--- config.mk ---
export PLATFORM = sky130hd
export DESIGN_NAME = fzpid_infer
export DESIGN_NICKNAME = d
export VERILOG_FILES = /design/src/design/fzpid_infer.sv
export SDC_FILE = /design/constraint.sdc
export NUM_CORES = 2
export LEC_CHECK = 0
export ABC_AREA = 1
export BUFFER_PORTS_ARGS = -buffer_cell sky130_fd_sc_hd__buf_2
export CORE_UTILIZATION = 70
export DETAILED_ROUTE_END_ITERATION = 8
export GPL_TIMING_DRIVEN = 1
export PLACE_DENSITY = 0.89
export REMOVE_ABC_BUFFERS = 1
export SKIP_LAST_GASP = 1
export SLEW_MARGIN = 40
export SYNTH_ARGS = -nofsm -noshare
export SYNTH_HDL_FRONTEND = slang
export SYNTH_SLANG_ARGS = --single-unit
--- constraint.sdc ---
create_clock -name clk -period 11.35 [get_ports clk]
set_input_delay 0.5675 -clock clk [delete_from_list [all_inputs] [get_ports clk]]
set_output_delay 0.5675 -clock clk [all_outputs]
set_load 0.01 [all_outputs]
--- src/design/fzpid_infer.sv ---
// ----------------------------------------------------------------------------
// fzpid_infer: rule firing strengths
// Forms the four products of error and change-of-error memberships.
// ----------------------------------------------------------------------------
module fzpid_infer #(
    parameter int FRAC_BITS = 16
) (
    input  logic                   clk,
    input  logic                   en,
    input  logic [FRAC_BITS:0]     e_lo,
    input  logic [FRAC_BITS:0]     e_hi,
    input  logic [FRAC_BITS:0]     d_lo,
    input  logic [FRAC_BITS:0]     d_hi,
    output logic [2*FRAC_BITS:0]   w_ll,
    output logic [2*FRAC_BITS:0]   w_lh,
    output logic [2*FRAC_BITS:0]   w_hl,
    output logic [2*FRAC_BITS:0]   w_hh
);
    localparam int FULL_W = 2*FRAC_BITS + 2;
    localparam int PW     = 2*FRAC_BITS + 1;

    logic [FULL_W-1:0] full_ll, full_lh, full_hl, full_hh;
    logic [PW-1:0]     ll_reg, lh_reg, hl_reg, hh_reg;

    // Memberships never exceed one, so each product fits below 2^(2F+1).
    assign full_ll = e_lo * d_lo;
    assign full_lh = e_lo * d_hi;
    assign full_hl = e_hi * d_lo;
    assign full_hh = e_hi * d_hi;

    always_ff @(posedge clk)
    begin
        if (en)
        begin
            ll_reg <= full_ll[PW-1:0];
            lh_reg <= full_lh[PW-1:0];
            hl_reg <= full_hl[PW-1:0];
            hh_reg <= full_hh[PW-1:0];
        end
    end

    assign w_ll = ll_reg;
    assign w_lh = lh_reg;
    assign w_hl = hl_reg;
    assign w_hh = hh_reg;

endmodule

==> out/qor.csv <==
stage;metric;value;unit
timing;min Tclk post-route;5.90;ns
synthesis;Synth top area share;39.1;%
synthesis;Post-Synth Simple-Gate Area;20.7;%
worst_hold_path;Hold EP;w_lh[28];
placed_design;Post-DP HPWL;87.8;mm
layout;FILL cells;4797;
cts;Worst-path clk slew;0.07;ns
synthesis;xor/xnor cell area share of the yosys netlist;1.02;%
grt;vias in the first global route;41600;
synthesis;Synth area leaders;fa_1 (39%), nand2_1 (16%), inv_1 (16%), ha_1 (11%), edfxtp_1 (8.7%);
synthesis;Post-synth top cells;nand2_1 (1993), inv_1 (1942), fa_1 (892);
synthesis;adder-cell share of the synthesized area;50.5;%
timing;Final Hold Viols;0;
timing;Tcrit/Tclk final;52.0;%
synthesis;EDFF count, synth;132;
route;first-pass detailed-route iteration total;9;
cts;# hold bufs at CTS;0;
cts;clk buf depth;2;
layout;Antenna Cells;0;
placed_design;PortBufs;201;
route;WL/cell;16.7;microns
worst_hold_path;WHS Path Cells;1;
status;status;complete, but fails checks;
critical_path;Critical Path Fanout Max;34;
cts;CTS Root Cell;clkbuf_16;
die;Core Rows;93;
critical_path;CP Data Arrival Time;6.16;ns
layout;utilization after layout;73.8;%
synthesis;largest family of logic cells by synthesized area;adder cells;
grt;global-route wire length before repair;196;mm
cts;clock sink count;132;
die;die height;258;microns
critical_path;Crit Path Category;in2reg;
timing;pins over their slew limit;0;
grt;initial antenna violation count;0;
worst_hold_path;worst hold path startpoint;en;
cts;TritonCTS clock tree;built;
synthesis;most frequent cell after synthesis;nand2_1;
synthesis;Yosys warnings;0;
route;Post-Route WL;117;mm
critical_path;Crit path required time;11.61;ns
critical_path;crit end category;flop;
grt;GRT overflow;0;
flow_run;max cap viols;0;
route;antenna-violating nets left;0;
synthesis;Top FF cell, synth;edfxtp_1;
die;I/O pin count;202;
critical_path;Worst setup SP type;input port;
die;core region area;0.0645;sq mm
synthesis;post-synthesis cell area;0.0457;sq mm
cts;cts repair resizes;0;
timing;Worst-Margin Slew;0.952;ns
timing;Hold Worst Slack;0.592;ns
synthesis;Post-Synthesis Cells;6167;
route;DR iter-0 viols;2955;
cts;postcts setup bufs;0;
synthesis;Mapped Avg Cell Area;7.41;sq um
route;via-per-instance ratio;5.45;
synthesis;ys async rst share;0;%
cts;CTS H-tree depth;4;
placed_design;GPL Wtd Cong;0.974;
die;Starting Density;70.9;%
timing;RSZ-0062 raised after global routing;no;
layout;fraction of layout cells with a size suffix above 1;4.95;%
route;DRC;1;
synthesis;Synth Area in Compound Gates;0.898;%
grt;largest net degree at the start of global routing;73;
die;die span in x;258;microns
die;die area;0.0663;sq mm
layout;Area Overhead vs Synth;4.10;%
grt;total global routing track utilization;37.3;%
layout;# nets final;7506;
synthesis;Seq/Total Area, Yosys;8.67;%
cts;Num CTS Buffers;17;
timing;Rel. slew slack;36.5;%
layout;Multi-input gate area;0.0334;sq mm
synthesis;Yosys cell types;28;
timing;final setup violating endpoints;0;
layout;register area;0.00396;sq mm
worst_hold_path;Worst Hold Class;in2reg;
timing;setup_tns;0;ns
status;failing checks;design-rule violations;
synthesis;mux cell area share after synthesis;0;%
timing;highest clock rate;169;MHz
route;Via Count;38100;
synthesis;post-synthesis register bit count;132;
synthesis;Synth area leader;fa_1;
==> through the flow <==
stage	setup slack (ns)	instance area [sq um]	cells
after floorplan	6.29	44700	5895
after global placement	5.10	46800	6962
after detailed placement	5.01	46800	6962
after CTS	5.51	47500	6992
after global routing	5.25	47600	6994
final	5.45	47600	6994
==> area by class of cell <==
class / count / area share (%)
clock buffers: 18 / 0.902
clock inverters: 12 / 0.434
repair buffers: 214 / 2.51
flip-flops and latches: 132 / 8.33
multi-input cells: 3814 / 70.2
well taps: 855 / 2.25
inverters: 1949 / 15.4
==> flip-flops by register name, indices dropped and copies added, names as in the netlist <==
register / flops
w_hh: 33
w_lh: 33
w_hl: 33
w_ll: 33
==> layer usage <==
| layer | up-vias | GRT usage, % | share of wire (%) |
|---|---|---|---|
| met2 | 2055 | 65.2 | 50 |
| met1 | 18300 | 42.8 | 34 |
| met3 | 641 | 6.74 | 9.2 |
| li1 | 17100 | - | - |
| met4 | 0 | 21.8 | 6.2 |
| met5 | - | 0 | 0 |
==> worst max-delay path, stage by stage <==
cell and delay, ns:
buf_2 0.69, nand2_1 0.20, fa_1 0.58, fa_1 0.54, fa_1 0.52, inv_1 0.06
fa_1 0.51, fa_1 0.51, inv_1 0.06, fa_1 0.50, inv_1 0.05, ha_1 0.35
nand2_1 0.12, nor2_2 0.24, nand3_1 0.13, nand3_1 0.22, nand2_1 0.11, nand3_1 0.09
nand2_1 0.05
==> layout by cell type, fill, tap and decap left out, types with 15 or more instances in the layout <==
| cell | n |
|---|---|
| a21oi_1 | 67 |
| buf_2 | 183 |
| buf_4 | 27 |
| clkbuf_16 | 17 |
| edfxtp_1 | 132 |
| fa_1 | 892 |
| ha_1 | 416 |
| inv_1 | 1942 |
| nand2_1 | 1993 |
| nand2_2 | 15 |
| nand3_1 | 137 |
| nand4_1 | 36 |
| nor2_1 | 131 |
| nor2_2 | 16 |
| xor2_1 | 42 |
==> cells by family (layout without fill, tap and decap cells) <==
family	after synthesis	in the layout
buffers and inverters	2221	2193
and+or+nand+nor	2376	2376
adders and majority gates	1308	1308
xor gates and xnor gates	53	53
DFF	132	132
AOI/OAI and AO/OA	77	77
==> how the worst max path moves through the flow <==
stage,startpoint,endpoint,slack [ns]
detailed placement,e_lo[10],w_ll[20],5.01
global placement,e_lo[10],w_lh[31],5.10
finish,e_lo[12],w_lh[31],5.45
floorplan,e_lo[7],w_ll[29],6.29
global route,e_lo[7],w_ll[20],5.25
CTS,e_lo[10],w_ll[20],5.51
Power is not shown: default switching activity piles up to over one toggle a cycle in this logic, so the estimate is an artifact.
