<file path="config.mk">
export PLATFORM = sky130hd
export DESIGN_NAME = fzpid_defuzz
export DESIGN_NICKNAME = d
export VERILOG_FILES = /design/src/design/fzpid_pkg.sv /design/src/design/fzpid_defuzz.sv
export SDC_FILE = /design/constraint.sdc
export NUM_CORES = 1
export LEC_CHECK = 0
export BUFFER_PORTS_ARGS = -buffer_cell sky130_fd_sc_hd__buf_4
export CAP_MARGIN = 20
export CORE_UTILIZATION = 45
export CTS_CLUSTER_SIZE = 8
export DETAILED_ROUTE_END_ITERATION = 12
export GPL_TIMING_DRIVEN = 0
export PLACE_DENSITY = 0.61
export SETUP_SLACK_MARGIN = 0.5
export SLEW_MARGIN = 20
export SYNTH_ARGS = -nofsm -noshare
export SYNTH_HDL_FRONTEND = slang
export SYNTH_SLANG_ARGS = --single-unit
</file>
<file path="constraint.sdc">
create_clock -name clk -period 8.1 [get_ports clk]
set_input_delay 0.81 -clock clk [delete_from_list [all_inputs] [get_ports clk]]
set_output_delay 0.81 -clock clk [all_outputs]
set_load 0.01 [all_outputs]
</file>
<file path="src/design/fzpid_pkg.sv">
// ----------------------------------------------------------------------------
// fzpid_pkg: shared types and constants of the fuzzy PID gain adjuster
// Holds the rule tables for Kp, Ki and Kd, the rule index structures and the
// constants of the final divide-by-three stage.
// ----------------------------------------------------------------------------
package fzpid_pkg;

    localparam int ERR_W   = 16;
    localparam int GAIN_W  = 24;
    localparam int OUT_W   = 17;
    localparam int SEG_W   = 3;
    localparam int RULE_W  = 3;
    localparam int NSETS   = 7;
    localparam int NSTAGE  = 5;

    localparam logic [GAIN_W-1:0] GAIN_RESET = 24'd65536;

    // Highest segment start; a value on the upper edge stays in this segment.
    localparam logic [SEG_W-1:0] SEG_MAX = 3'd5;

    // Floor division by three of the scaled sum, done as a reciprocal multiply.
    localparam int SH_W        = 18;
    localparam int DIV_IN_W    = 19;
    localparam int DIV_SHIFT   = 20;
    localparam logic [DIV_IN_W-1:0] DIV_OFFSET = 19'd196608;
    localparam logic [DIV_IN_W-1:0] DIV_RECIP  = 19'd349526;
    localparam logic [SH_W-1:0]     OUT_BIAS   = 18'd65536;

    typedef logic [SEG_W-1:0] seg_t;
    typedef logic signed [RULE_W-1:0] rule_val_t;

    typedef struct packed {
        seg_t e_lo;
        seg_t e_hi;
        seg_t d_lo;
        seg_t d_hi;
    } rule_idx_t;

    typedef struct packed {
        rule_val_t ll;
        rule_val_t lh;
        rule_val_t hl;
        rule_val_t hh;
    } rule_sel_t;

    typedef enum logic [1:0] {
        GAIN_KP = 2'd0,
        GAIN_KI = 2'd1,
        GAIN_KD = 2'd2
    } gain_sel_t;

    localparam int KP_TAB [NSETS][NSETS] = '{
        '{ 3,  3,  2,  2,  1,  0,  0},
        '{ 3,  3,  2,  1,  1,  0, -1},
        '{ 2,  2,  2,  1,  0, -1, -1},
        '{ 2,  2,  1,  0, -1, -2, -2},
        '{ 1,  1,  0, -1, -1, -2, -2},
        '{ 1,  0, -1, -2, -2, -2, -3},
        '{ 0,  0, -2, -2, -2, -3, -3}
    };

    localparam int KI_TAB [NSETS][NSETS] = '{
        '{-3, -3, -2, -2, -1,  0,  0},
        '{-3, -3, -2, -1, -1,  0,  0},
        '{-3, -2, -1, -1,  0,  1,  1},
        '{-2, -2, -1,  0,  1,  2,  2},
        '{-1, -1,  0,  1,  1,  2,  3},
        '{ 0,  0,  1,  1,  2,  3,  3},
        '{ 0,  0,  1,  2,  2,  3,  3}
    };

    localparam int KD_TAB [NSETS][NSETS] = '{
        '{ 1, -1, -3, -3, -3, -2,  1},
        '{ 1, -1, -3, -2, -2, -1,  0},
        '{ 0, -1, -2, -2, -1, -1,  0},
        '{ 0, -1, -1, -1, -1, -1,  0},
        '{ 0,  0,  0,  0,  0,  0,  0},
        '{ 3, -1,  1,  1,  1,  1,  3},
        '{ 3,  2,  2,  2,  1,  1,  3}
    };

    function automatic rule_val_t rule_lookup(gain_sel_t sel, seg_t e, seg_t d);
        rule_val_t val;
        val = '0;
        if (e < seg_t'(NSETS) && d < seg_t'(NSETS))
        begin
            case (sel)
                GAIN_KP: val = rule_val_t'(KP_TAB[e][d]);
                GAIN_KI: val = rule_val_t'(KI_TAB[e][d]);
                GAIN_KD: val = rule_val_t'(KD_TAB[e][d]);
                default: val = '0;
            endcase
        end
        return val;
    endfunction

endpackage

</file>
<file path="src/design/fzpid_defuzz.sv">
// ----------------------------------------------------------------------------
// fzpid_defuzz: rule blend and scaling for one gain
// Looks up four rule entries, sums the weighted entries, and floors the sum
// divided by three into Q2.15.
// ----------------------------------------------------------------------------
module fzpid_defuzz #(
    parameter int                   FRAC_BITS = 16,
    parameter fzpid_pkg::gain_sel_t SEL       = fzpid_pkg::GAIN_KP
) (
    input  logic                       clk,
    input  logic                       en,
    input  fzpid_pkg::rule_idx_t       idx,
    input  logic [2*FRAC_BITS:0]       w_ll,
    input  logic [2*FRAC_BITS:0]       w_lh,
    input  logic [2*FRAC_BITS:0]       w_hl,
    input  logic [2*FRAC_BITS:0]       w_hh,
    output logic signed [16:0]         delta
);
    import fzpid_pkg::*;

    localparam int SW   = 2*FRAC_BITS + 4;
    localparam int KSH  = 2*FRAC_BITS - 15;
    localparam int DP_W = 2*DIV_IN_W;

    rule_sel_t                sel_reg, sel_next;
    logic signed [SW-1:0]     t_ll, t_lh, t_hl, t_hh, sum;
    logic [DIV_IN_W-1:0]      x_reg, x_next;
    logic [DP_W-1:0]          dprod;
    logic [SH_W-1:0]          quot;
    logic signed [OUT_W-1:0]  delta_reg, delta_next;

    always_comb
    begin
        sel_next.ll = rule_lookup(SEL, idx.e_lo, idx.d_lo);
        sel_next.lh = rule_lookup(SEL, idx.e_lo, idx.d_hi);
        sel_next.hl = rule_lookup(SEL, idx.e_hi, idx.d_lo);
        sel_next.hh = rule_lookup(SEL, idx.e_hi, idx.d_hi);
    end

    assign t_ll = $signed({1'b0, w_ll}) * sel_reg.ll;
    assign t_lh = $signed({1'b0, w_lh}) * sel_reg.lh;
    assign t_hl = $signed({1'b0, w_hl}) * sel_reg.hl;
    assign t_hh = $signed({1'b0, w_hh}) * sel_reg.hh;
    assign sum  = t_ll + t_lh + t_hl + t_hh;

    // Floor by the power-of-two part first, then bias the value positive so
    // that the reciprocal multiply below floors correctly for negative sums.
    assign x_next = DIV_IN_W'($signed(sum[KSH +: SH_W])) + DIV_OFFSET;

    assign dprod      = x_reg * DIV_RECIP;
    assign quot       = dprod[DIV_SHIFT +: SH_W];
    assign delta_next = OUT_W'(quot - OUT_BIAS);

    always_ff @(posedge clk)
    begin
        if (en)
        begin
            sel_reg   <= sel_next;
            x_reg     <= x_next;
            delta_reg <= delta_next;
        end
    end

    assign delta = delta_reg;

endmodule

</file>
==> metrics.cfg <==
[global_route]
antenna_found_initial=2
grt_max_degree=49
busiest_layer=met2
grt_use_met3_pct=2.99
met1_usage_pct=32.6
grt-ovfl-total=0
grt_pass1_vias=16200
grt_first_pass_wirelength_um=86400
grt_use_total_pct=24.1
met2_usage_pct=41.9

[synth]
async_reset_ff_share_pct=0
synth_compound_area_share_pct=5.75
synth_seq_cells=48
synthSimpleGateAreaFrac_pct=13.3
yosys-mux-area-fraction_pct=1.34
synth_top_family_by_area=adder cells
synth_fa_ha_area_share_pct=58.4
syn_area_per_cell_sq_um=9.29
ys_seq_area_share_pct=7.03
dominantRegCellSynth=edfxtp_1
synth.distinct_cells=62
yosys_warnings=0
synth_xor_xnor_area_share_pct=2.05
synth_edf_count=48
netlist_area_sq_mm=0.0205
syn-num-nets=3043
synthCells=2205

[worst_hold_path]
hp-class=input pin to register

[routing]
drtAntennaViolNets=0
wirelength_um=53500
initialDrtViolationCount=917
dr_total_vias=14981
dr.pass1.iters=5
wl_per_cell_um=18.0
drc_errors=0
via_per_inst=5.05

[setup_path]
cpPeakStageDelay_ns=0.67
cp_top_family=adder cells
crit_chain=clkbuf_1 > nand2_1 > fa_1 > fa_1 > inv_1 > fa_1 > fa_1 > inv_1 > fa_1 > inv_1 > ha_1 > nand3_1 > nor2_1 > nand2_1 > a311oi_1 > nor3_1 > a21oi_2 > mux2i_1 > and2_1 > ha_1
path_max_fanout=10
crit_buf_inv=4
worstPathRequired_ns=8.16
start_kind=register
crit_path_end_kind=register
worst_path_max_delay_cell=clkbuf_1
cp_common_cell=fa_1
arrival_ns=7.30
crit_type=register to register

[timing]
post-route-min-period_ns=7.24
post-route-period-util_pct=89.4
rsz0062_at_grt=false
skew_ns=0.0101
tightestPinTransition_ns=0.898
max_freq_mhz=138
finalSetupViolCount=0
slew_headroom_pct=40.1
tns_ns=0
finalHoldViolCount=0
slew_viol_final=0

[layout]
layout-drive-gt1-share_pct=7.88
finish.utilization_pct=50.6
nets=3209
largest_reg_flops=19
area_growth_pct=10.2

[job]
maxCapViolations=0

[place]
port_buffers=159
place_hpwl_um=47600
place_congestion=0.932

[clock_tree]
clock_latency_ns=0.32
cts_root_buffer=clkbuf_16
cts_setup_buffers=0
htree_levels=2
cts_hold_buffers=0
cts.sinks=48
cts_tree=built
clk_pin_slew_ns=0.08
cts_max_path_buffers=2
cts-buffers-inserted=5

[die]
pin_count=163
die_h_um=215
start_util_pct=45.9
die-area_sq_mm=0.0464
core-area_sq_mm=0.0446
fp.dieW_um=215
rows=77

[status]
status=finished clean

## cell families after synthesis
group	Yosys count
DFF	48
adders and majority gates	693
buffers and inverters	660
muxes	20
and+or+nand+nor	557
AOI/OAI and AO/OA	179
xor gates and xnor gates	48
## per-layer routing
layer | part of all wire [%] | wire (um)
met1 | 44 | 23600
met2 | 49 | 26300
met3 | 5.3 | 2830
met4 | 1.5 | 787
met5 | 0 | 0
## placed cells by master, fill, tap and decap left out, types with 3 or more instances in the layout
cell,instances
nor2b_1,17
fa_1,439
and2_1,89
nand4_1,7
and3_1,8
clkbuf_16,5
edfxtp_1,48
a31oi_1,13
o211ai_1,4
o21bai_1,3
nand2_1,222
ha_1,253
nand3_1,12
nor3_1,33
a211oi_1,10
a211oi_2,3
o21ai_1,4
and4_1,3
mux2i_1,14
o31a_1,3
inv_1,600
clkbuf_2,3
o21a_1,5
a21o_1,21
o2111ai_1,4
buf_4,159
a21oi_1,45
mux4_2,6
clkbuf_1,54
o21ai_0,40
xor2_1,12
nand2b_1,94
nor2_1,64
xnor2_1,36
## worst paths after layout
kind	from	slack, ns	cells past startpoint	to
setup reg to reg	sel_reg[1]	0.86	20	x_reg[17]
setup / recovery	sel_reg[1]	0.86	20	x_reg[17]
hold reg to reg	x_reg[18]	1.10	3	delta[16]
hold / removal	en	1.05	1	delta[16]
## through the flow
step | cell area [sq um] | hold WS, ns | setup WS (ns) | cells
2_1_floorplan | 20500 | 0.922 | 2.25 | 2205
3_3_place_gp | 22400 | 1.10 | 0.612 | 2956
3_5_place_dp | 22400 | 1.12 | 0.618 | 2956
4_1_cts | 22600 | 1.05 | 0.547 | 2964
5_1_grt | 22600 | 1.08 | 0.545 | 2965
6_report | 22600 | 1.05 | 0.860 | 2966
## worst register-to-register path: cells and delay by family (launching register included)
family | cells | cell delay [ns]
adder cells (fa/ha/maj) | 7 | 3.04
buffers and inverters | 4 | 0.84
multiplexers | 1 | 0.26
AND/OR/NAND/NOR | 6 | 1.20
AO/OA/AOI/OAI | 2 | 1.00
flip-flops | 1 | 0.66
## synthesized netlist by cell type (all sizes together) (2+ instances only)
master,count,area (sq um)
nor2b,17,106
fa,439,8790
and2,89,557
a31o,2,17.5
xor2,12,105
o21a,5,37.5
and4,3,26.3
a21oi,46,234
o22ai,2,12.5
nor3,33,165
a211oi,13,113
edfxtp,48,1440
a2111oi,2,23.8
xnor2,36,315
a21o,21,158
inv,600,2250
a31oi,13,81.3
o311ai,2,25.0
mux4,6,135
buf,3,18.8
ha,253,3170
o31a,3,26.3
o21bai,3,22.5
nand2,222,833
a211o,2,17.5
clkbuf,56,210
mux2i,14,140
nor2,64,240
and3,8,50.1
a221oi,2,17.5
nand4,7,43.8
o21ai,44,220
o211ai,5,42.5
a21boi,2,15.0
nand3,12,60.1
o2111ai,4,35.0
nand2b,94,588
or2,3,18.8
## cell type report
class                           count  area, sq um
Timing Repair Buffer              159         1190
Buffer                             59          233
Multi-Input combinational cell   1497        16600
Fill cell                        4269        22000
Inverter                          601         2260
Sequential cell                    48         1440
Clock inverter                      2         11.3
Clock buffer                        6          129
Antenna cell                        2         5.00
Tap cell                          592          741
## timing repair
action / in CTS / in global routing
hold endpoints to repair: 0 / 0
setup endpoints to repair: 0 / 3
gates resized for setup: 0 / 6
Power is not shown: default switching activity piles up to over one toggle a cycle in this logic, so the estimate is an artifact.
