File: src/design/fzpid_pkg.sv
// ----------------------------------------------------------------------------
// fzpid_pkg: shared types and constants of the fuzzy PID gain adjuster
// Holds the rule tables for Kp, Ki and Kd, the rule index structures and the
// constants of the final divide-by-three stage.
// ----------------------------------------------------------------------------
package fzpid_pkg;

    localparam int ERR_W   = 16;
    localparam int GAIN_W  = 24;
    localparam int OUT_W   = 17;
    localparam int SEG_W   = 3;
    localparam int RULE_W  = 3;
    localparam int NSETS   = 7;
    localparam int NSTAGE  = 5;

    localparam logic [GAIN_W-1:0] GAIN_RESET = 24'd65536;

    // Highest segment start; a value on the upper edge stays in this segment.
    localparam logic [SEG_W-1:0] SEG_MAX = 3'd5;

    // Floor division by three of the scaled sum, done as a reciprocal multiply.
    localparam int SH_W        = 18;
    localparam int DIV_IN_W    = 19;
    localparam int DIV_SHIFT   = 20;
    localparam logic [DIV_IN_W-1:0] DIV_OFFSET = 19'd196608;
    localparam logic [DIV_IN_W-1:0] DIV_RECIP  = 19'd349526;
    localparam logic [SH_W-1:0]     OUT_BIAS   = 18'd65536;

    typedef logic [SEG_W-1:0] seg_t;
    typedef logic signed [RULE_W-1:0] rule_val_t;

    typedef struct packed {
        seg_t e_lo;
        seg_t e_hi;
        seg_t d_lo;
        seg_t d_hi;
    } rule_idx_t;

    typedef struct packed {
        rule_val_t ll;
        rule_val_t lh;
        rule_val_t hl;
        rule_val_t hh;
    } rule_sel_t;

    typedef enum logic [1:0] {
        GAIN_KP = 2'd0,
        GAIN_KI = 2'd1,
        GAIN_KD = 2'd2
    } gain_sel_t;

    localparam int KP_TAB [NSETS][NSETS] = '{
        '{ 3,  3,  2,  2,  1,  0,  0},
        '{ 3,  3,  2,  1,  1,  0, -1},
        '{ 2,  2,  2,  1,  0, -1, -1},
        '{ 2,  2,  1,  0, -1, -2, -2},
        '{ 1,  1,  0, -1, -1, -2, -2},
        '{ 1,  0, -1, -2, -2, -2, -3},
        '{ 0,  0, -2, -2, -2, -3, -3}
    };

    localparam int KI_TAB [NSETS][NSETS] = '{
        '{-3, -3, -2, -2, -1,  0,  0},
        '{-3, -3, -2, -1, -1,  0,  0},
        '{-3, -2, -1, -1,  0,  1,  1},
        '{-2, -2, -1,  0,  1,  2,  2},
        '{-1, -1,  0,  1,  1,  2,  3},
        '{ 0,  0,  1,  1,  2,  3,  3},
        '{ 0,  0,  1,  2,  2,  3,  3}
    };

    localparam int KD_TAB [NSETS][NSETS] = '{
        '{ 1, -1, -3, -3, -3, -2,  1},
        '{ 1, -1, -3, -2, -2, -1,  0},
        '{ 0, -1, -2, -2, -1, -1,  0},
        '{ 0, -1, -1, -1, -1, -1,  0},
        '{ 0,  0,  0,  0,  0,  0,  0},
        '{ 3, -1,  1,  1,  1,  1,  3},
        '{ 3,  2,  2,  2,  1,  1,  3}
    };

    function automatic rule_val_t rule_lookup(gain_sel_t sel, seg_t e, seg_t d);
        rule_val_t val;
        val = '0;
        if (e < seg_t'(NSETS) && d < seg_t'(NSETS))
        begin
            case (sel)
                GAIN_KP: val = rule_val_t'(KP_TAB[e][d]);
                GAIN_KI: val = rule_val_t'(KI_TAB[e][d]);
                GAIN_KD: val = rule_val_t'(KD_TAB[e][d]);
                default: val = '0;
            endcase
        end
        return val;
    endfunction

endpackage

File: src/design/fzpid_fuzzify.sv
// ----------------------------------------------------------------------------
// fzpid_fuzzify: quantizer and triangular membership
// Stage one scales the operand by the gain, stage two saturates it to the
// universe -3..3 and splits it into a segment index and two memberships.
// ----------------------------------------------------------------------------
module fzpid_fuzzify #(
    parameter int FRAC_BITS = 16
) (
    input  logic                   clk,
    input  logic                   en,
    input  logic signed [16:0]     operand,
    input  logic [23:0]            gain,
    output fzpid_pkg::seg_t        seg,
    output logic [FRAC_BITS:0]     mem_lo,
    output logic [FRAC_BITS:0]     mem_hi
);
    import fzpid_pkg::*;

    localparam int PROD_W = 17 + GAIN_W + 1;
    localparam int U_W    = FRAC_BITS + 3;
    localparam logic signed [PROD_W-1:0] LIM = PROD_W'(64'sd3 <<< FRAC_BITS);
    localparam logic [U_W-1:0]           BIAS = U_W'(64'd3 << FRAC_BITS);
    localparam logic [FRAC_BITS:0]       ONE  = (FRAC_BITS+1)'(64'd1 << FRAC_BITS);

    logic signed [PROD_W-1:0] prod_reg, prod_next;
    logic signed [U_W-1:0]    sat_val;
    logic [U_W-1:0]           shifted;
    seg_t                     seg_raw;
    seg_t                     seg_reg, seg_next;
    logic [FRAC_BITS:0]       frac;
    logic [FRAC_BITS:0]       mlo_reg, mlo_next, mhi_reg, mhi_next;

    assign prod_next = operand * $signed({1'b0, gain});

    always_comb
    begin
        if (prod_reg > LIM)
            sat_val = U_W'(LIM);
        else if (prod_reg < -LIM)
            sat_val = U_W'(-LIM);
        else
            sat_val = U_W'(prod_reg);
        shifted = $unsigned(sat_val) + BIAS;
        seg_raw = shifted[U_W-1:FRAC_BITS];
        // Only the upper edge of the universe lands past the last segment.
        if (seg_raw > SEG_MAX)
        begin
            seg_next = SEG_MAX;
            frac     = ONE;
        end
        else
        begin
            seg_next = seg_raw;
            frac     = {1'b0, shifted[FRAC_BITS-1:0]};
        end
        mhi_next = frac;
        mlo_next = ONE - frac;
    end

    always_ff @(posedge clk)
    begin
        if (en)
        begin
            prod_reg <= prod_next;
            seg_reg  <= seg_next;
            mlo_reg  <= mlo_next;
            mhi_reg  <= mhi_next;
        end
    end

    assign seg    = seg_reg;
    assign mem_lo = mlo_reg;
    assign mem_hi = mhi_reg;

endmodule

File: config.mk
export PLATFORM = sky130hd
export DESIGN_NAME = fzpid_fuzzify
export DESIGN_NICKNAME = d
export VERILOG_FILES = /design/src/design/fzpid_pkg.sv /design/src/design/fzpid_fuzzify.sv
export SDC_FILE = /design/constraint.sdc
export NUM_CORES = 1
export LEC_CHECK = 0
export BUFFER_PORTS_ARGS = -buffer_cell sky130_fd_sc_hd__buf_2
export CAP_MARGIN = 20
export CORE_ASPECT_RATIO = 1.5
export CORE_MARGIN = 4
export CORE_UTILIZATION = 30
export CTS_BUF_LIST = sky130_fd_sc_hd__clkbuf_8 sky130_fd_sc_hd__clkbuf_16
export DETAILED_ROUTE_END_ITERATION = 7
export PLACE_DENSITY = 0.57
export REMOVE_ABC_BUFFERS = 1
export SLEW_MARGIN = 20
export SYNTH_ARGS = -nofsm -noshare
export SYNTH_HDL_FRONTEND = slang
export SYNTH_SLANG_ARGS = --single-unit
File: constraint.sdc
create_clock -name clk -period 24.4 [get_ports clk]
set_clock_uncertainty 0.2 [all_clocks]
set_input_delay 4.88 -clock clk [delete_from_list [all_inputs] [get_ports clk]]
set_output_delay 4.88 -clock clk [all_outputs]
set_load 0.01 [all_outputs]
==> summary.md, run 1 <==
| Metric | Value |
|---|---|
| Maxcap violations | `0` |
| Vias per std cell | `4.77` |
| Syn avg cell area | `roughly 9.6 sq um` |
| Post-CTS setup buffers | `0` |
| Synth unique cells | `52` |
| Routed length on met2 | `24600 microns` |
| FMAX | `~0.085 GHz` |
| DP HPWL | `33900 microns` |
| ANT cells | `0` |
| Slowest Stage Delay on Critical Path | `0.59 ns` |
| Initial Utilization | `30.5%` |
| Final wirelength | `42100 microns` |
| HP Start | `prod_reg[9]` |
| Status | `completed` |
| Slew @ Worst Pin | `0.993 ns` |
| Critical Path RT | `24.27 ns` |
| I/O Pins | `80` |
| Post-Syn Area | `0.0164 sq mm` |
| #FFs+latches synth | `78` |
| Gr usage total | `between 10% and 20%` |
| Largest area contributor in the netlist | `fa_1` |
| Setup-failing EPs final | `0` |
| Post-DRT Antenna Nets | `0` |
| Hold_buf cts | `0` |
| Slew HR | `about a third` |
| Path depth of the worst reg2reg path | `11` |
| Largest net degree at the start of global routing | `79` |
| Vias in the first global route | `13200` |
| CTS tree | `yes` |
| Max reg flops | `42` |
| Worst setup margin | `~13 ns` |
| First-pass GRT wire length | `68300 microns` |
| Hold Path Sink | `mem_hi[9]` |
| Total Nets Final | `2260` |
| Residual DRC | `0` |
| Clock Sink Count | `between 70 and 80` |
| Routability cong. | `about 0.85` |
| Critical-path cell list | `buf_2 > nand2_1 > fa_1 > inv_1 > fa_1 > inv_1 > fa_1 > inv_1 > fa_1 > fa_1 > inv_1 > fa_1 > inv_1 > ha_1 > and3_1 > and4_1 > a21oi_1 > o21a_1 > a21boi_0 > a31oi_1 > o211ai_1 > a21oi_1 > nor3_1 > a211oi_1` |
| Async SR Flop Fraction | `0%` |
| Synth top area share | `40.1%` |
| Worst slack at placement | `between 10 and 15 ns` |
| Layout Utilization | `between 30 and 40%` |
| First-pass DRT Iterations | `4` |
| Worst Hold Depth | `1` |
| Ys flop type | `edfxtp_1` |
| Cts bufs inserted | `9` |
| Site Rows | `104` |
| Max clock buf depth | `2` |
| WP data arrival | `11.60 ns` |
| Top Layer Used | `met4` |
| Reg2Reg Setup Slack | `19.93 ns` |
| Placeable Area | `0.0539 sq mm` |
| Area Overhead vs Synth | `8.10%` |
| Most used cell, CP | `fa_1` |
| Hold Fails Final Rpt | `0` |
| Critical path capture point type | `flip-flop` |
| Antenna violations before repair | `0` |
| Die W | `199 microns` |
| Synth warn | `0` |
| CTS root buf | `clkbuf_16` |
| Worst hold path class | `flip-flop to flip-flop` |
| H-tree levels | `3` |
| CP max FO | `24` |
| Worst r2r src | `prod_reg[2]` |
| Critical path type | `primary input to flip-flop` |
| Post-synth EDFFs | `between 70 and 80` |
| Post-cts resize count | `0` |
| Post-synth top cells | `inv_1, fa_1, nand2_1` |
| Drt wl/cell | `~17 microns` |
| Initial DRC count | `455` |
| Slowest stage cell, crit path | `a21boi_0` |
| RSZ-0062 raised after global routing | `no` |
| Tcrit/Tclk final | `48.1%` |
| Setup TNS | `0 ns` |
| Sequential area share after synthesis | `between 10 and 15%` |
| Most frequent cell after synthesis | `inv_1` |
| Die Ht | `294 microns` |
| Layout cells sized above 1 | `6.12%` |
| Min Tclk post-route | `11.73 ns` |
| Mapped Cells | `1715` |
| Largest cells by area after synthesis | `fa_1, edfxtp_1, ha_1` |
| RR Endpoint | `mem_lo[14]` |
| Slew Limit Fails | `0` |
| I/O Buffers | `79` |
| Die area | `0.0586 sq mm` |
| Startpoint Class | `primary input` |
| Total gr overflow | `0` |
| Clk_lat worst skew | `0.33 ns` |
| DR vias | `~12000` |
| Metal-1 WL | `14700 microns` |
| Worst-path clk slew | `0.07 ns` |
| Met3 routed WL | `1190 microns` |
[cells in the final DEF, fill, tap and decap left out, drive strengths merged, types with 5 or more instances in the layout]
| master | count |
|---|---|
| nand2 | 228 |
| xor2 | 13 |
| fa | 329 |
| or3 | 7 |
| nand2b | 11 |
| ha | 145 |
| o211ai | 5 |
| nand3 | 7 |
| a21boi | 5 |
| inv | 390 |
| nand4 | 12 |
| clkbuf | 9 |
| o21a | 5 |
| a21o | 17 |
| nor4 | 7 |
| buf | 80 |
| a21oi | 43 |
| edfxtp | 78 |
| xnor2 | 31 |
| o21ai | 19 |
| nor3 | 8 |
| and2 | 207 |
| nor2 | 40 |
| and3 | 7 |
| nor2b | 6 |
[stage by stage]
step           std cells  hold WS (ns)  area (sq um)
2_1_floorplan       1652         0.339         16200
3_3_place_gp        2421         0.390         17400
3_5_place_dp        2421         0.401         17400
4_1_cts             2437         0.416         17700
5_1_grt             2437         0.445         17700
6_report            2437         0.409         17700
[area by class of cell]
cell class              count  area [sq um]
well taps                 689           862
clock inverters             7          96.3
fillers                  5665         36100
repair buffers             80           405
inverters                 387          1450
clock buffers               9           225
flip-flops and latches     78          2340
multi-input cells        1187         12400
[cell families after synthesis]
| family | synth area share (%) |
|---|---|
| AND/OR/NAND/NOR | 16.9 |
| XOR/XNOR | 2.35 |
| multiplexers | 0.0610 |
| adder cells (fa/ha/maj) | 51.2 |
| AO/OA/AOI/OAI | 4.79 |
| flip-flops | 14.3 |
| buffers and inverters | 10.4 |
[layer usage]
layer | vias to the layer above | GRT usage [%]
met5 | - | 0
met4 | 0 | 5.14
met3 | 99 | 1.37
met2 | 287 | 29.6
met1 | 6022 | 15.8
li1 | 5226 | -
[critical path: cells and delay by family]
family / cells / cell delay, ns
AOI/OAI and AO/OA: 7 / 1.67
adders and majority gates: 7 / 3.47
buffers and inverters: 6 / 0.70
and+or+nand+nor: 4 / 0.83
[worst max-delay path by stage]
stage	startpoint	to	slack, ns	cells past startpoint
detailed placement	operand[10]	prod_reg[41]	12.37	24
global route	operand[10]	prod_reg[41]	12.27	24
CTS	operand[10]	prod_reg[41]	12.71	24
finish	operand[10]	prod_reg[41]	12.67	24
floorplan	operand[16]	prod_reg[41]	13.48	21
global placement	operand[10]	prod_reg[41]	12.45	24
Power of run 1 is not shown: default switching activity piles up to over one toggle a cycle in this logic, so the estimate is an artifact.
==> run 2: changes to the inputs <==
==> constraint.sdc (replaced) <==
create_clock -name clk -period 12.2 [get_ports clk]
set_clock_uncertainty 0.2 [all_clocks]
set_input_delay 2.44 -clock clk [delete_from_list [all_inputs] [get_ports clk]]
set_output_delay 2.44 -clock clk [all_outputs]
set_load 0.01 [all_outputs]
==> run 2 against run 1 <==
Worst hold slack improved by 0.010 ns. Critical path depth unchanged. Cell area did not move. Largest cell class unchanged. Count of clock-buffer cells in the layout is the same. Critical endpoint unchanged. Worst setup slack worse by 9.7 ns. Sequential share of layout area did not move. Critical path type unchanged. Final cell count stayed put. Flip-flop and latch count unchanged. Highest routed layer unchanged.
==> summary.md, run 2 (synthesized netlist as in run 1, its figures left out) <==
| Metric | Value |
|---|---|
| Worst-path clk slew | `0.07 ns` |
| Metal-1 WL | `15200 microns` |
| Die Ht | `294 microns` |
| Largest net degree at the start of global routing | `79` |
| Post-DRT Antenna Nets | `0` |
| Slew @ Worst Pin | `around 1 ns` |
| Total Nets Final | `2260` |
| CTS root buf | `clkbuf_16` |
| Routability cong. | `0.848` |
| RSZ-0062 raised after global routing | `no` |
| DP HPWL | `between 30000 and 40000 microns` |
| Initial Utilization | `30.5%` |
| Vias per std cell | `4.76` |
| Gr usage total | `14.8%` |
| Status | `completed` |
| Max clock buf depth | `2` |
| Slew HR | `between 30% and 40%` |
| Setup-failing EPs final | `0` |
| Top Layer Used | `met4` |
| Hold Fails Final Rpt | `0` |
| Vias in the first global route | `13000` |
| First-pass DRT Iterations | `5` |
| Commonest non-fill, non-tap cell in the layout | `inv_1` |
| Most frequent cells in the layout | `inv_1, fa_1, nand2_1, and2_1, ha_1` |
| Antenna violations before repair | `0` |
| CP max FO | `24` |
| I/O Pins | `80` |
| Met3 routed WL | `1150 microns` |
| Final wirelength | `42300 microns` |
| Clock Sink Count | `78` |
| I/O Buffers | `79` |
| Placeable Area | `0.0539 sq mm` |
| ANT cells | `0` |
| Startpoint Class | `primary input` |
| Residual DRC | `0` |
| HP Start | `prod_reg[9]` |
| Cts bufs inserted | `9` |
| Site Rows | `104` |
| Layout cells sized above 1 | `under 10%` |
| WP data arrival | `9.14 ns` |
| Reg2Reg Setup Slack | `7.75 ns` |
| Critical Path RT | `12.07 ns` |
| Die area | `0.0586 sq mm` |
| Tcrit/Tclk final | `around 76%` |
| Post-cts resize count | `0` |
| Min Tclk post-route | `a little over 9 ns` |
| FMAX | `0.108 GHz` |
| H-tree levels | `3` |
| Setup TNS | `0 ns` |
| Routed length on met2 | `24600 microns` |
| Drt wl/cell | `17.4 microns` |
| First-pass GRT wire length | `68200 microns` |
| Post-CTS setup buffers | `0` |
| Initial DRC count | `444` |
| Critical path type | `primary input to flip-flop` |
| Area Overhead vs Synth | `8.10%` |
| Total gr overflow | `0` |
| Slew Limit Fails | `0` |
| Die W | `between 150 and 200 microns` |
| Max reg flops | `42` |
| Maxcap violations | `0` |
| DR vias | `11600` |
| Worst r2r src | `prod_reg[2]` |
| CTS tree | `yes` |
| Hold_buf cts | `0` |
| Worst hold path class | `flip-flop to flip-flop` |
| CP startpoint | `operand[10]` |
| Clk_lat worst skew | `0.33 ns` |
| Critical path capture point type | `flip-flop` |
## run 2: cell counts in the layout (fill, tap and decap cells not counted)
No cell type changed its count.
## run 2: path summary, 6_finish.rpt
path | end | cells after the start
max reg2reg | mem_lo[14] | 11
min reg2reg | mem_hi[9] | 1
min | mem_hi[9] | 1
max | prod_reg[41] | 24
## run 2: area by class of cell
class,instances,area (sq um)
multi-input cells,1187,12400
well taps,689,862
clock inverters,7,96.3
repair buffers,80,405
inverters,387,1450
flip-flops and latches,78,2340
fillers,5686,36100
clock buffers,9,225
## run 2: layer usage
layer / GRT usage [%] / vias up
li1: - / 5234
met1: 16.0 / 6052
met2: 29.7 / 237
met3: 1.29 / 82
met4: 4.36 / 0
met5: 0 / -
## run 2: worst max-delay path, cell delays in order
cell      delay, ns
buf_2          0.44
nand2_1        0.16
fa_1           0.55
inv_1          0.05
fa_1           0.50
inv_1          0.05
fa_1           0.47
inv_1          0.05
fa_1           0.51
fa_1           0.56
inv_1          0.06
fa_1           0.54
inv_1          0.04
ha_1           0.36
and3_1         0.24
and4_1         0.23
a21oi_1        0.07
o21a_1         0.11
a21boi_0       0.55
a31oi_1        0.29
o211ai_1       0.40
a21oi_1        0.17
nor3_1         0.21
a211oi_1       0.06
## run 2: per-stage QoR
| stage | area (sq um) | hold slack, ns | cells | worst slack (ns) | util, % |
|---|---|---|---|---|---|
| finish | 17700 | 0.419 | 2437 | 2.94 | 32.9 |
| global route | 17700 | 0.447 | 2437 | 2.51 | 32.9 |
| CTS | 17700 | 0.424 | 2437 | 2.95 | 32.9 |
| detailed placement | 17400 | 0.400 | 2421 | 2.61 | 32.3 |
| global placement | 17400 | 0.390 | 2421 | 2.69 | 32.3 |
| floorplan | 16200 | 0.339 | 1652 | 3.72 | - |
Power of run 2 is left out for the same reason.
==> run 3: changes to the inputs <==
==> constraint.sdc (replaced) <==
create_clock -name clk -period 9.4 [get_ports clk]
set_clock_uncertainty 0.2 [all_clocks]
set_input_delay 1.88 -clock clk [delete_from_list [all_inputs] [get_ports clk]]
set_output_delay 1.88 -clock clk [all_outputs]
set_load 0.01 [all_outputs]
==> run 3 against run 2 <==
Non-clock buffer count increased by 13. Cell area increased by 0.58%. Global-route usage rose by 0.34 points. Critical path depth fell by 4. Worst hold slack about the same. Worst setup slack worse by 2.0 ns. Routed wire length increased by 2.8%. Flip-flop and latch count stayed put. Highest routed layer unchanged.
==> summary.md, run 3 (synthesized netlist as in run 1, its figures left out) <==
| Metric | Value |
|---|---|
| WP depth | `20` |
| Vias per std cell | `about 4.8` |
| Placed cells | `2434` |
| I/O Buffers | `~80` |
| DP HPWL | `35800 microns` |
| Slew @ Worst Pin | `1.01 ns` |
| I/O Pins | `80` |
| H-tree levels | `3` |
| Max clock buf depth | `2` |
| Setup-failing EPs final | `0` |
| Worst Hold Depth | `1` |
| Critical-path cell list | `buf_2 > inv_1 > nor2_1 > fa_1 > fa_1 > fa_1 > fa_1 > fa_1 > inv_1 > fa_1 > inv_1 > ha_1 > o2111a_1 > a221o_1 > or2_2 > a21boi_0 > o311a_1 > o21bai_1 > a21oi_1 > xnor2_1` |
| Worst r2r src | `prod_reg[2]` |
| Post-cts resize count | `0` |
| CTS root buf | `clkbuf_16` |
| Top delay family on crit path | `adder cells` |
| Critical Path RT | `between 9 and 10 ns` |
| Drt wl/cell | `17.7 microns` |
| Startpoint Class | `primary input` |
| Path depth of the worst reg2reg path | `11` |
| Initial Utilization | `30.5%` |
| Worst Path Buf+Inv | `4` |
| RSZ-0062 raised after global routing | `no` |
| HP Start | `prod_reg[4]` |
| Final wirelength | `43500 microns` |
| Slew HR | `about a third` |
| Worst hold path class | `flip-flop to flip-flop` |
| Most frequent cells in the layout | `inv_1, fa_1, nand2_1, and2_1, ha_1` |
| Total gr overflow | `0` |
| Slew Limit Fails | `0` |
| Hold Fails Final Rpt | `0` |
| Post-DRT Antenna Nets | `0` |
| Total Nets Final | `2273` |
| Largest net degree at the start of global routing | `79` |
| Area Overhead vs Synth | `8.73%` |
| Die Ht | `294 microns` |
| Residual DRC | `0` |
| Maxcap violations | `0` |
| Hold_buf cts | `0` |
| First-pass DRT Iterations | `5` |
| FMAX | `0.118 GHz` |
| Clock Sink Count | `78` |
| Worst-path clk slew | `0.06 ns` |
| Post-CTS setup buffers | `0` |
| WP data arrival | `8.33 ns` |
| Routability cong. | `0.858` |
| CP max FO | `12` |
| Placeable Area | `0.0539 sq mm` |
| Fill count | `5660` |
| CP startpoint | `operand[16]` |
| Slowest Stage Delay on Critical Path | `0.57 ns` |
| Clk_lat worst skew | `0.34 ns` |
| Gr usage total | `between 10% and 20%` |
| First-pass GRT wire length | `68900 microns` |
| Critical path capture point type | `flip-flop` |
| Vias in the first global route | `13000` |
| Layout cells sized above 1 | `6.81%` |
| DR vias | `~12000` |
| Slowest stage cell, crit path | `fa_1` |
| Die W | `199 microns` |
| Cts bufs inserted | `9` |
| Antenna violations before repair | `1` |
| Finished Layout Cells | `approximately 2500` |
| CTS tree | `yes` |
| Commonest non-fill, non-tap cell in the layout | `inv_1` |
| Status | `completed` |
| Initial DRC count | `499` |
| Min Tclk post-route | `8.44 ns` |
| Site Rows | `104` |
| Max reg flops | `42` |
| Die area | `0.0586 sq mm` |
| Tcrit/Tclk final | `89.8%` |
| Critical path type | `primary input to flip-flop` |
| Most used cell, CP | `fa_1` |
| Setup TNS | `0 ns` |
-- run 3: path summary, 6_finish.rpt --
kind	endpoint	slack, ns
worst max-delay path	prod_reg[30]	0.96
worst min-delay path	mem_hi[4]	0.42
worst max register to register	mem_lo[8]	5.04
worst min register to register	mem_hi[4]	0.42
-- run 3: area by class of cell --
class	instances	area, sq um	share of cell area, %
repair buffers	93	503	2.82
diodes	1	2.50	0.0140
well taps	689	862	4.83
clock inverters	7	98.8	0.554
inverters	387	1450	8.14
flip-flops and latches	78	2340	13.1
clock buffers	9	225	1.26
multi-input cells	1187	12400	69.3
-- run 3: layer usage --
layer	vias to the layer above	wire length (microns)	track usage, %
li1	5261	-	-
met1	6051	15300	16.2
met2	259	24900	30.0
met3	94	1330	1.43
met4	0	1920	5.72
met5	-	0	0
-- run 3: through the flow --
| stage | cell area, sq um | util, % | worst slack [ns] | hold slack (ns) |
|---|---|---|---|---|
| 3_3_place_gp | 17500 | 32.5 | 0.692 | 0.394 |
| 4_1_cts | 17800 | 33.1 | 0.911 | 0.417 |
| 2_1_floorplan | 16200 | - | 1.48 | 0.339 |
| 5_1_grt | 17800 | 33.1 | 0.599 | 0.459 |
| 6_report | 17800 | 33.1 | 0.960 | 0.420 |
| 3_5_place_dp | 17500 | 32.5 | 0.580 | 0.405 |
-- run 3: worst register-to-register path, stage by stage (launching register included) --
cell,delay [ns]
edfxtp_1,0.42
or3_4,0.46
nor3_4,0.23
nand3_2,0.15
or3_4,0.42
o311a_1,0.31
o21ai_1,0.12
a21boi_4,0.61
nand2_1,0.17
ha_1,0.40
and2_1,0.26
a311o_1,0.37
Power of run 3 is left out for the same reason.
